`config.mk`:
```
export PLATFORM = sky130hd
export DESIGN_NAME = bavs_ctrl
export DESIGN_NICKNAME = d
export VERILOG_FILES = /design/src/rtl/core/bavs_pkg.sv /design/src/rtl/core/bavs_ctrl.sv
export SDC_FILE = /design/constraint.sdc
export NUM_CORES = 1
export LEC_CHECK = 0
export BUFFER_PORTS_ARGS = -buffer_cell sky130_fd_sc_hd__buf_4
export CORE_MARGIN = 10
export CORE_UTILIZATION = 48
export CTS_CLUSTER_DIAMETER = 80
export DETAILED_ROUTE_END_ITERATION = 7
export PLACE_DENSITY = 0.85
export SETUP_SLACK_MARGIN = 0.4
export SLEW_MARGIN = 20
export SYNTH_ARGS = -nofsm -noshare
export SYNTH_HDL_FRONTEND = slang
export SYNTH_SLANG_ARGS = --single-unit
```
`constraint.sdc`:
```
create_clock -name i_clk -period 1.3 [get_ports i_clk]
set_input_delay 0.13 -clock i_clk [delete_from_list [all_inputs] [get_ports i_clk]]
set_output_delay 0.13 -clock i_clk [all_outputs]
set_load 0.02 [all_outputs]
```
`src/rtl/core/bavs_pkg.sv`:
```
// Shared types, constants and the exp2 coefficient table for the barometric
// altitude and vertical speed unit. No dependencies.
`timescale 1ns / 1ps

package bavs_pkg;

    // Datapath operation codes issued by the controller.
    localparam logic [3:0] OP_NONE      = 4'd0;
    localparam logic [3:0] OP_LOAD      = 4'd1;
    localparam logic [3:0] OP_LOGA_INIT = 4'd2;
    localparam logic [3:0] OP_LOGB_INIT = 4'd3;
    localparam logic [3:0] OP_LOG_STEP  = 4'd4;
    localparam logic [3:0] OP_EXPO      = 4'd5;
    localparam logic [3:0] OP_EXP_STEP  = 4'd6;
    localparam logic [3:0] OP_TERM      = 4'd7;
    localparam logic [3:0] OP_ALT       = 4'd8;
    localparam logic [3:0] OP_NUM       = 4'd9;
    localparam logic [3:0] OP_DIVV_LOAD = 4'd10;
    localparam logic [3:0] OP_DIV_STEP  = 4'd11;
    localparam logic [3:0] OP_ACC       = 4'd12;
    localparam logic [3:0] OP_SMOOTH    = 4'd13;
    localparam logic [3:0] OP_DONE      = 4'd14;
    localparam logic [3:0] OP_TEN_HI    = 4'd15;

    localparam int LOG_STEPS = 16;
    localparam int EXP_STEPS = 16;
    localparam int DIV_BITS  = 54;

    localparam logic [15:0] ALT_SCALE    = 16'd44330;
    localparam logic [13:0] EXPONENT_Q16 = 14'd12471;
    localparam logic [19:0] US_PER_S     = 20'd1000000;

    // Multiply by this and shift right by 35 to divide a 32-bit value by ten.
    localparam logic [31:0] TEN_RECIP    = 32'hCCCC_CCCD;

    typedef struct packed {
        logic [3:0] op;
        logic [3:0] step;
    } t_cmd;

    typedef struct packed {
        logic zero_dt;
        logic out_free;
    } t_stat;

    typedef logic [31:0] t_rom [EXP_STEPS];

    function automatic logic [63:0] isqrt64(input logic [63:0] x);
        logic [63:0] rem;
        logic [63:0] res;
        logic [63:0] b;
        rem = x;
        res = '0;
        for (int i = 31; i >= 0; i--) begin
            b = 64'd1 << (2 * i);
            if (rem >= res + b) begin
                rem = rem - (res + b);
                res = (res >> 1) + b;
            end else begin
                res = res >> 1;
            end
        end
        return res;
    endfunction

    // Entry k holds 2^(2^-(k+1)) in Q2.30, built by a chain of square roots.
    function automatic t_rom build_rom();
        t_rom        r;
        logic [63:0] v;
        v    = isqrt64(64'd1 << 61);
        r[0] = v[31:0];
        for (int k = 1; k < EXP_STEPS; k++) begin
            v    = isqrt64(v << 30);
            r[k] = v[31:0];
        end
        return r;
    endfunction

    localparam t_rom EXP_ROM = build_rom();

endpackage

```
`src/rtl/core/bavs_ctrl.sv`:
```
// Sequencing state machine for the altitude and speed unit.
// Depends on bavs_pkg for the command and status types.
`timescale 1ns / 1ps

module bavs_ctrl import bavs_pkg::*; (
    input  logic  i_clk,
    input  logic  i_rst_n,
    input  logic  i_in_valid,
    output logic  o_in_ready,
    input  t_stat i_stat,
    output t_cmd  o_cmd
);

    localparam logic [3:0] S_IDLE      = 4'd0;
    localparam logic [3:0] S_LOGA_INIT = 4'd1;
    localparam logic [3:0] S_LOGA      = 4'd2;
    localparam logic [3:0] S_LOGB_INIT = 4'd3;
    localparam logic [3:0] S_LOGB      = 4'd4;
    localparam logic [3:0] S_EXPO      = 4'd5;
    localparam logic [3:0] S_EXP       = 4'd6;
    localparam logic [3:0] S_TERM      = 4'd7;
    localparam logic [3:0] S_ALT       = 4'd8;
    localparam logic [3:0] S_NUM       = 4'd9;
    localparam logic [3:0] S_DIVV_LOAD = 4'd10;
    localparam logic [3:0] S_DIVV      = 4'd11;
    localparam logic [3:0] S_ACC       = 4'd12;
    localparam logic [3:0] S_TEN_HI    = 4'd13;
    localparam logic [3:0] S_SMOOTH    = 4'd14;
    localparam logic [3:0] S_DONE      = 4'd15;

    localparam logic [5:0] LOG_LAST = 6'(LOG_STEPS - 1);
    localparam logic [5:0] EXP_LAST = 6'(EXP_STEPS - 1);
    localparam logic [5:0] DIV_LAST = 6'(DIV_BITS - 1);

    logic [3:0] r_state, n_state;
    logic [5:0] r_cnt, n_cnt;

    always_ff @(posedge i_clk) begin
        if (!i_rst_n) begin
            r_state <= S_IDLE;
            r_cnt   <= '0;
        end else begin
            r_state <= n_state;
            r_cnt   <= n_cnt;
        end
    end

    always_comb begin
        n_state    = r_state;
        n_cnt      = r_cnt;
        o_in_ready = 1'b0;
        o_cmd.op   = OP_NONE;
        o_cmd.step = r_cnt[3:0];
        unique case (r_state)
            S_IDLE: begin
                o_in_ready = 1'b1;
                if (i_in_valid) begin
                    o_cmd.op = OP_LOAD;
                    n_state  = S_LOGA_INIT;
                end
            end
            S_LOGA_INIT: begin
                o_cmd.op = OP_LOGA_INIT;
                n_cnt    = '0;
                n_state  = S_LOGA;
            end
            S_LOGA: begin
                o_cmd.op = OP_LOG_STEP;
                n_cnt    = r_cnt + 6'd1;
                if (r_cnt == LOG_LAST) begin
                    n_state = S_LOGB_INIT;
                end
            end
            S_LOGB_INIT: begin
                o_cmd.op = OP_LOGB_INIT;
                n_cnt    = '0;
                n_state  = S_LOGB;
            end
            S_LOGB: begin
                o_cmd.op = OP_LOG_STEP;
                n_cnt    = r_cnt + 6'd1;
                if (r_cnt == LOG_LAST) begin
                    n_state = S_EXPO;
                end
            end
            S_EXPO: begin
                o_cmd.op = OP_EXPO;
                n_cnt    = '0;
                n_state  = S_EXP;
            end
            S_EXP: begin
                o_cmd.op = OP_EXP_STEP;
                n_cnt    = r_cnt + 6'd1;
                if (r_cnt == EXP_LAST) begin
                    n_state = S_TERM;
                end
            end
            S_TERM: begin
                o_cmd.op = OP_TERM;
                n_state  = S_ALT;
            end
            S_ALT: begin
                o_cmd.op = OP_ALT;
                // With no elapsed time the speed is held, so skip the update.
                n_state  = i_stat.zero_dt ? S_DONE : S_NUM;
            end
            S_NUM: begin
                o_cmd.op = OP_NUM;
                n_state  = S_DIVV_LOAD;
            end
            S_DIVV_LOAD: begin
                o_cmd.op = OP_DIVV_LOAD;
                n_cnt    = '0;
                n_state  = S_DIVV;
            end
            S_DIVV: begin
                o_cmd.op = OP_DIV_STEP;
                n_cnt    = r_cnt + 6'd1;
                if (r_cnt == DIV_LAST) begin
                    n_state = S_ACC;
                end
            end
            S_ACC: begin
                o_cmd.op = OP_ACC;
                n_state  = S_TEN_HI;
            end
            S_TEN_HI: begin
                o_cmd.op = OP_TEN_HI;
                n_state  = S_SMOOTH;
            end
            S_SMOOTH: begin
                o_cmd.op = OP_SMOOTH;
                n_state  = S_DONE;
            end
            S_DONE: begin
                if (i_stat.out_free) begin
                    o_cmd.op = OP_DONE;
                    n_state  = S_IDLE;
                end
            end
            default: begin
                n_state = S_IDLE;
            end
        endcase
    end

endmodule

```
# Word-level counts from Yosys, hierarchy flattened
# Index checks and enable logic that the tools add are counted.
# op_classes
addsub	1
n_mux	13
reduce_logical	6
eq_ne	23
# op_table
operator	count
4-bit one-hot mux with 16 select lines	1
4-bit one-hot mux with 15 select lines	1
4-bit == test, second input constant	8
4-bit 2-to-1 mux	7
4-bit by 3-bit == test with 1-bit output, second input constant	4
2-bit inequality test, second input constant	6
6-bit one-hot mux with 2 select lines	1
4-bit by 2-bit == test with 1-bit output, second input constant	2
4-bit OR reduction	2
6-bit by 1-bit adder with 6-bit output, second input constant	1
6-bit by 4-bit == test with 1-bit output, second input constant	1
6-bit == test, second input constant	1
6-bit AND reduction	1
4-bit by 1-bit == test with 1-bit output, second input constant	1
4-bit logical NOT	1
3-bit 2-to-1 mux	1
1-bit 2-to-1 mux	2
2-bit nonzero test	1
2-bit OR reduction	1
# totals
ff_bits	10
output_inout_bits	9
wordCells	45
inputBits	5

# Depth between registers and ports, before layout
# Gate-level depths: netlist of run 1.
# logic_depth
ltp_word	3
mapped_depth	6
mapped_depth_nobuf	6

# Worst setup path before layout of run 1
# No wires, ideal clock.
# synth_path
kind	register -> output
start	reg r_state[0]
end	out o_cmd[4] (netlist bit)
setup_slack_ps	-489
n_path_buf	1
required_time_ps	1170
arrival_ps	1659
stages_incl_launch_ff	4
path_cell_list	dfxtp_1 > buf_4 > nor4_1 > a221o_1
# synth_rtl
item	line_no	source
start: declaration	bavs_ctrl.sv:35	logic [3:0] r_state, n_state;
start signal: assignment	bavs_ctrl.sv:43	r_state <= n_state;
end: declaration	bavs_ctrl.sv:11	output t_cmd o_cmd

==> reports/qor.txt, run 1 <==
Initial DRT Pass Iterations -> 4
Mean Syn Cell Area -> 7.80 um^2
Core Footprint -> 1510 um^2
Area growth syn-to-layout -> 59.2%
Initial antenna violation count -> 0
Die Span Y -> 60.1 um
Hold/Removal Path Class -> in2reg
Commonest non-fill, non-tap cell in the layout -> buf_4
Setup-failing EPs final -> 12
Pin count of the biggest net entering global routing -> 11
Grt ovf -> 0
Synth unique cells -> 36
Syn Inst Count -> 99
# rows -> 14
RD Place Congestion -> 0.849
FMAX -> 640 MHz
CP endpoint kind -> primary output
Critical path fanouts, max -> 4
Slew @ Worst Pin -> 0.378 ns
GRT Total Usage -> 15.4%
Pwr Density -> 903 nW/um^2
Tcrit/Tclk final -> 120%
CTS tree -> yes
N_diodes -> 0
Vias in the first global route -> 926
Max_slew headroom -> 74.8%
Max cap viols -> 0
Final Cell Area -> 1230 um^2
CTS buffer count -> 3
Failing checks -> setup timing
Layout cells sized above 1 -> 60.2%
Number of synthesized register bits -> 10
Final hold viol count -> 0
Seq/Total Area, Yosys -> 25.9%
Synth warnings -> 0
Setup crit start kind -> flip-flop
Vias per cell -> 6.19
Dominant cell type by area after synthesis -> dfxtp_1
Max-slew violation count -> 0
Routed length per instance -> 18.7 um
Pleak -> 0.490 nW
Synth top area share -> 25.9%
Initial DRC count -> 54
Number of H-tree levels -> 1
RSZ-0062 raised after global routing -> true
Detailed placement HPWL -> 1410 um
Root buffer cell -> clkbuf_4
Port bufs -> 13
Most frequent cells in the layout -> 31 x buf_4, 10 x buf_6, 9 x nor2_1, 7 x dfxtp_4
Chip Width -> 60.1 um
Critical path type -> reg2out
Post-Route WL -> 2780 um
Cell Area, Synth -> 772 um^2
Clock buffer depth -> 2
Clk_lat worst skew -> 0.28 ns
Clock transition at path regs -> 0.07 ns
Initial Util -> 51.2%
Sink count of the clock tree -> 10
# IOs -> 14
Worst VDD drop -> 799 uV
Top cells by area, synth -> dfxtp_1 26%, buf_4 6.8%, nor2_1 5.8%
First-pass GRT wire length -> 4310 um
Die area -> 3610 um^2
Vias -> 923
Min Clock Period, post-route -> 1.56 ns
Outcome -> finished with violations
ANT nets after route -> 0
Clock Skew -> 0.00594 ns
Crit path DAT -> 1.43 ns
DRC errors left -> 0
Layout Nets -> 141
Synthesized net count -> 106
Final WS setup -> -0.263 ns
Worst EP required -> 1.17 ns
Area post-placement -> 978 um^2
Fin Setup TNS -> -1.84 ns
## critical path: stages (launching register included)
cell     delay [ns]
dfxtp_4        0.36
inv_2          0.06
nor2_2         0.04
mux2_4         0.25
a221o_1        0.31
buf_6          0.14
## report_power, final
group          internal [W]  switching, W
logic              0.000256      0.000260
clock network      0.000119      0.000122
registers          0.000321     0.0000309
total              0.000696      0.000414
## final cells by class
cell class / instances / area (um^2)
clock buffer: 4 / 26.3
fill: 88 / 278
inverter: 6 / 22.5
multi-input combinational: 72 / 587
sequential: 10 / 228
tap: 16 / 20.0
timing repair buffer: 41 / 345
## sequential cells by signal (all words and copies together), names as in the netlist
| name | cells |
|---|---|
| r_state | 4 |
| r_cnt | 6 |
## worst paths after layout
| path | end | start | cells after the start | slack [ns] |
|---|---|---|---|---|
| setup / recovery | o_cmd[4] | r_state[1] | 5 | -0.26 |
| hold / removal | r_state[1] | i_stat[1] | 3 | 0.16 |
| setup reg to reg | r_cnt[2] | r_state[1] | 7 | -0.18 |
| hold reg to reg | r_cnt[2] | r_cnt[2] | 1 | 0.50 |
## per-stage QoR
| step | worst slack [ns] | hold slack [ns] | power [W] | util, % | cells |
|---|---|---|---|---|---|
| floorplan | -0.0113 | 0.308 | 0.000623 | - | 99 |
| global placement | -0.0248 | 0.439 | 0.000729 | 65.0 | 132 |
| detailed placement | -0.0848 | 0.441 | 0.000738 | 65.0 | 132 |
| CTS | -0.247 | 0.132 | 0.00105 | 79.0 | 148 |
| global route | -0.302 | 0.147 | 0.00116 | 81.6 | 149 |
| finish | -0.263 | 0.162 | 0.00111 | 81.6 | 149 |
## cell families (layout without fill, tap and decap cells)
| logic type | count (synthesis) | in the layout | share of synthesized area [%] |
|---|---|---|---|
| AND/OR/NAND/NOR | 38 | 38 | 24.1 |
| buffers and inverters | 17 | 51 | 13.0 |
| adder cells (fa/ha/maj) | 2 | 2 | 3.24 |
| AO/OA/AOI/OAI | 30 | 30 | 31.0 |
| multiplexers | 2 | 2 | 2.76 |
| flip-flops | 10 | 10 | 25.9 |
## what timing repair did
item | in CTS | in global routing
gates resized for setup | 31 | 5
setup buffers | 12 | 1
hold buffers | 0 | 0
setup endpoints to repair | 19 | 19
endpoints found under the hold margin | 0 | 0
pin swaps | 13 | 4
## synth_stat cells
master / instances
nor2_1: 12
dfxtp_1: 10
a21oi_1: 8
nand2_1: 8
nand3_1: 8
buf_4: 7
a31oi_1: 6
inv_1: 4
a41oi_1: 2
buf_2: 2
ha_1: 2
nand2b_1: 2
nor3_1: 2
nor4_1: 2
o21a_1: 2
o21ai_0: 2
a211oi_1: 1
a211oi_2: 1
a221o_1: 1
a221oi_2: 1
a22oi_1: 1
and2_1: 1
and3_1: 1
and4b_1: 1
buf_6: 1
clkbuf_1: 1
clkinv_1: 1
inv_2: 1
mux2_2: 1
mux2i_1: 1
nand2b_4: 1
o211ai_1: 1
o21ba_2: 1
o22ai_2: 1
o32ai_4: 1
o41ai_1: 1
## routing by layer
layer  wire length, um  up-vias  global-route usage [%]
met1              1190      447                    18.9
li1                  -      427                       -
met4               125        0                    8.65
met5                 0        -                       0
met2              1280       36                    22.8
met3               181       13                    5.08
Power figures use the tool's default switching activity.
==> run 2: changes to the inputs <==
- ABC_AREA: unset -> 1
- CORE_UTILIZATION: 48 -> 45
- PLACE_DENSITY: 0.85 -> 0.81
==> reports/qor.txt, run 2 <==
Number of synthesized register bits -> 10 (unchanged)
Port bufs -> 13 (unchanged)
Routed length per instance -> 18.9 um (was 18.7 um)
Critical Path Max Stage Delay -> 0.44 ns (was 0.36 ns)
Vias per cell -> 5.86 (was 6.19)
Max-slew violation count -> 0 (unchanged)
DRC errors left -> 0 (unchanged)
GRT met3 Usage -> 5.73% (was 5.08%)
Flop pwr share -> 17.6% (was 31.7%)
Layout cells sized above 1 -> 59.0% (was 60.2%)
Setup crit start kind -> flip-flop (unchanged)
Count leader, synth -> nand2_1 (was nor2_1)
Synthesized net count -> 144 (was 106)
ANT nets after route -> 0 (unchanged)
Synth top area share -> 24.3% (was 25.9%)
Most frequent cells after synthesis -> 33 x nand2_1, 21 x nor2_1, 20 x inv_1 (was 12 x nor2_1, 10 x dfxtp_1, 8 x a21oi_1, 8 x nand2_1, 8 x nand3_1)
EDFF count, synth -> 0 (unchanged)
Synth unique cells -> 24 (was 36)
Syn Inst Count -> 137 (was 99)
Final hold viol count -> 0 (unchanged)
Biggest regs -> r_cnt: 6 flops, r_state: 4 flops (unchanged)
Layout Nets -> 181 (was 141)
Failing checks -> setup timing (unchanged)
Initial DRT Pass Iterations -> 5 (was 4)
Pleak -> 0.677 nW (was 0.490 nW)
GRT Total Usage -> 16.5% (was 15.4%)
Top cells by area, synth -> dfxtp_1 24%, nand2_1 15%, nor2_1 9.6% (was dfxtp_1 26%, buf_4 6.8%, nor2_1 5.8%)
# rows -> 15 (was 14)
Max_slew headroom -> 78.1% (was 74.8%)
CP endpoint kind -> primary output (unchanged)
Max FFs per register -> 6 (unchanged)
Critical path type -> reg2out (unchanged)
Dominant cell type by area after synthesis -> dfxtp_1 (unchanged)
Met2 usage -> 26.3% (was 22.8%)
Dpl cells -> 174 (was 132)
Pin count of the biggest net entering global routing -> 8 (was 11)
Clk pwr share -> 9.5% (was 21.8%)
Reg area -> 230 um^2 (was 228 um^2)
Switching Share -> 48.3% (was 37.3%)
P_int -> 0.00157 W (was 0.000696 W)
Worst VDD drop -> 1840 uV (was 799 uV)
Synth warnings -> 0 (unchanged)
Pwr Density -> 2070 nW/um^2 (was 903 nW/um^2)
Post-synth ARST share -> 0% (unchanged)
Critical path fanouts, max -> 6 (was 4)
FMAX -> 635 MHz (was 640 MHz)
Clock buffer depth -> 2 (unchanged)
CTS buffer count -> 3 (unchanged)
Combinational Power Share -> 73.0% (was 46.5%)
Post-Route WL -> 3740 um (was 2780 um)
Clk_lat worst skew -> 0.28 ns (about the same)
Total Power -> 0.00304 W (was 0.00111 W)
Worst EP required -> 1.17 ns (about the same)
CP top delay family -> flip-flops (unchanged)
Clock transition at path regs -> 0.06 ns (was 0.07 ns)
Grt ovf -> 0 (unchanged)
Switch Pwr -> 0.00147 W (was 0.000414 W)
Finished Layout Cells -> 198 (was 149)
Initial DRC count -> 106 (was 54)
Seq/Total Area, Yosys -> 24.3% (was 25.9%)
Worst-path cell with the longest stage delay -> dfxtp_4 (unchanged)
N_diodes -> 0 (unchanged)
Mean Syn Cell Area -> 6.01 um^2 (was 7.80 um^2)
WP buf/inv -> 2 (unchanged)
Fin Setup TNS -> -2.28 ns (was -1.84 ns)
Worst slack at placement -> -0.000224 ns (was -0.0848 ns)
Grt peak-use layer -> met2 (unchanged)
Initial Util -> 47.7% (was 51.2%)
Initial antenna violation count -> 0 (unchanged)
Root buffer cell -> clkbuf_4 (unchanged)
Core Footprint -> 1730 um^2 (was 1510 um^2)
Most frequent cells in the layout -> 26 x nand2_1, 19 x buf_6, 17 x buf_4, 12 x nor2_1, 11 x inv_1 (was 31 x buf_4, 10 x buf_6, 9 x nor2_1, 7 x dfxtp_4)
Met1 usage -> 19.6% (was 18.9%)
Clock Skew -> 0.00992 ns (was 0.00594 ns)
Setup-failing EPs final -> 15 (was 12)
Min Clock Period, post-route -> 1.57 ns (was 1.56 ns)
Outcome -> finished with violations (unchanged)
Vias in the first global route -> 1,103 (was 926)
Detailed placement HPWL -> 1600 um (was 1410 um)
RSZ-0062 raised after global routing -> true (unchanged)
# IOs -> 14 (unchanged)
Slew @ Worst Pin -> 0.328 ns (was 0.378 ns)
Final WS setup -> -0.274 ns (was -0.263 ns)
Top_reg_cell synth -> dfxtp_1 (unchanged)
Largest reg by FF count -> r_cnt (unchanged)
Crit path DAT -> 1.44 ns (was 1.43 ns)
Vias -> 1,161 (was 923)
Cell Area, Synth -> 823 um^2 (was 772 um^2)
Die area -> 3940 um^2 (was 3610 um^2)
Max cap viols -> 0 (unchanged)
Area of the multi-input gates -> 709 um^2 (was 587 um^2)
Number of H-tree levels -> 1 (unchanged)
Chip Width -> 62.8 um (was 60.1 um)
Commonest non-fill, non-tap cell in the layout -> nand2_1 (was buf_4)
CTS tree -> yes (unchanged)
Sink count of the clock tree -> 10 (unchanged)
Tcrit/Tclk final -> 121% (was 120%)
RD Place Congestion -> 0.923 (was 0.849)
FILL cells -> 87 (was 88)
Hold/Removal Path Class -> in2reg (unchanged)
Critical-path cell list -> inv_4 > nor2_1 > nand3_1 > o2111ai_2 > buf_6 (was inv_2 > nor2_2 > mux2_4 > a221o_1 > buf_6)
First-pass GRT wire length -> 5400 um (was 4310 um)
Die Span Y -> 62.8 um (was 60.1 um)
Area growth syn-to-layout -> 78.9% (was 59.2%)
-- run 2: changes by cell type in the layout (fill, tap and decap cells not counted), moves of 5 or more --
cell / before / now
nor2_4: 1 / 9
buf_6: 10 / 19
buf_4: 31 / 17
nand2_1: 6 / 26
inv_1: 3 / 11
a31oi_1: 5 / 0
inv_2: 2 / 9
nand2_2: 2 / 8
-- run 2: per-layer routing --
layer | part of all wire [%] | up-vias
met2 | 45 | 80
met4 | 6.2 | 0
met5 | 0 | -
met1 | 38 | 543
met3 | 11 | 32
li1 | - | 506
-- run 2: area by class of cell --
type | count | area share, %
inverter | 23 | 7.05
clock buffer | 4 | 2.46
timing repair buffer | 37 | 24.6
multi-input combinational | 99 | 48.2
sequential | 10 | 15.6
tap | 25 | 2.12
-- run 2: cells by family (layout without fill, tap and decap cells) --
kind of cell             count (synthesis)  count (layout)  share of synthesized area (%)
AND/OR/NAND/NOR                         78              78                           44.2
buffers and inverters                   28              64                           14.7
AO/OA/AOI/OAI                           18              18                           12.6
flip-flops                              10              10                           24.3
adder cells (fa/ha/maj)                  2               2                           3.04
XOR/XNOR                                 1               1                           1.06
-- run 2: per-stage QoR --
| stage | utilization [%] | area, um^2 | hold WS (ns) |
|---|---|---|---|
| detailed placement | 60.4 | 1040 | 0.394 |
| global placement | 60.4 | 1040 | 0.394 |
| floorplan | - | 925 | 0.241 |
| CTS | 80.6 | 1390 | 0.114 |
| global route | 85.3 | 1470 | 0.121 |
| finish | 85.3 | 1470 | 0.115 |
-- run 2: path summary, 6_finish.rpt --
check / startpoint / endpoint / slack, ns / cells past startpoint
setup / recovery: r_state[0] / o_cmd[5] / -0.27 / 5
hold / removal: i_rst_n / r_state[0] / 0.11 / 3
setup reg to reg: r_state[3] / r_cnt[3] / -0.21 / 10
hold reg to reg: r_cnt[5] / r_cnt[5] / 0.52 / 2
-- run 2: power by group through the flow --
| stage | Clock (W) | Combinational (W) | Sequential [W] |
|---|---|---|---|
| global route | 0.000312 | 0.00234 | 0.000547 |
| detailed placement | 0 | 0.00128 | 0.000505 |
| CTS | 0.000292 | 0.00187 | 0.000512 |
| floorplan | 0 | 0.000953 | 0.000485 |
| global placement | 0 | 0.00126 | 0.000501 |
| finish | 0.000288 | 0.00222 | 0.000535 |
-- run 2: worst reg2reg max path, cell delays in order (launching register included) --
cell and delay, ns:
dfxtp_4 0.36, buf_6 0.13, inv_8 0.06, nand2_8 0.06
buf_12 0.13, nor2_4 0.15, nor2_4 0.08, buf_4 0.14
nor2_1 0.11, nand2_1 0.07, a21oi_1 0.15
-- run 2: what timing repair did --
item	CTS	global route
pin swaps	17	16
resized for setup	54	18
setup buffers	18	2
setup endpoints to repair	19	19
gates cloned	0	0
hold buffers	0	0
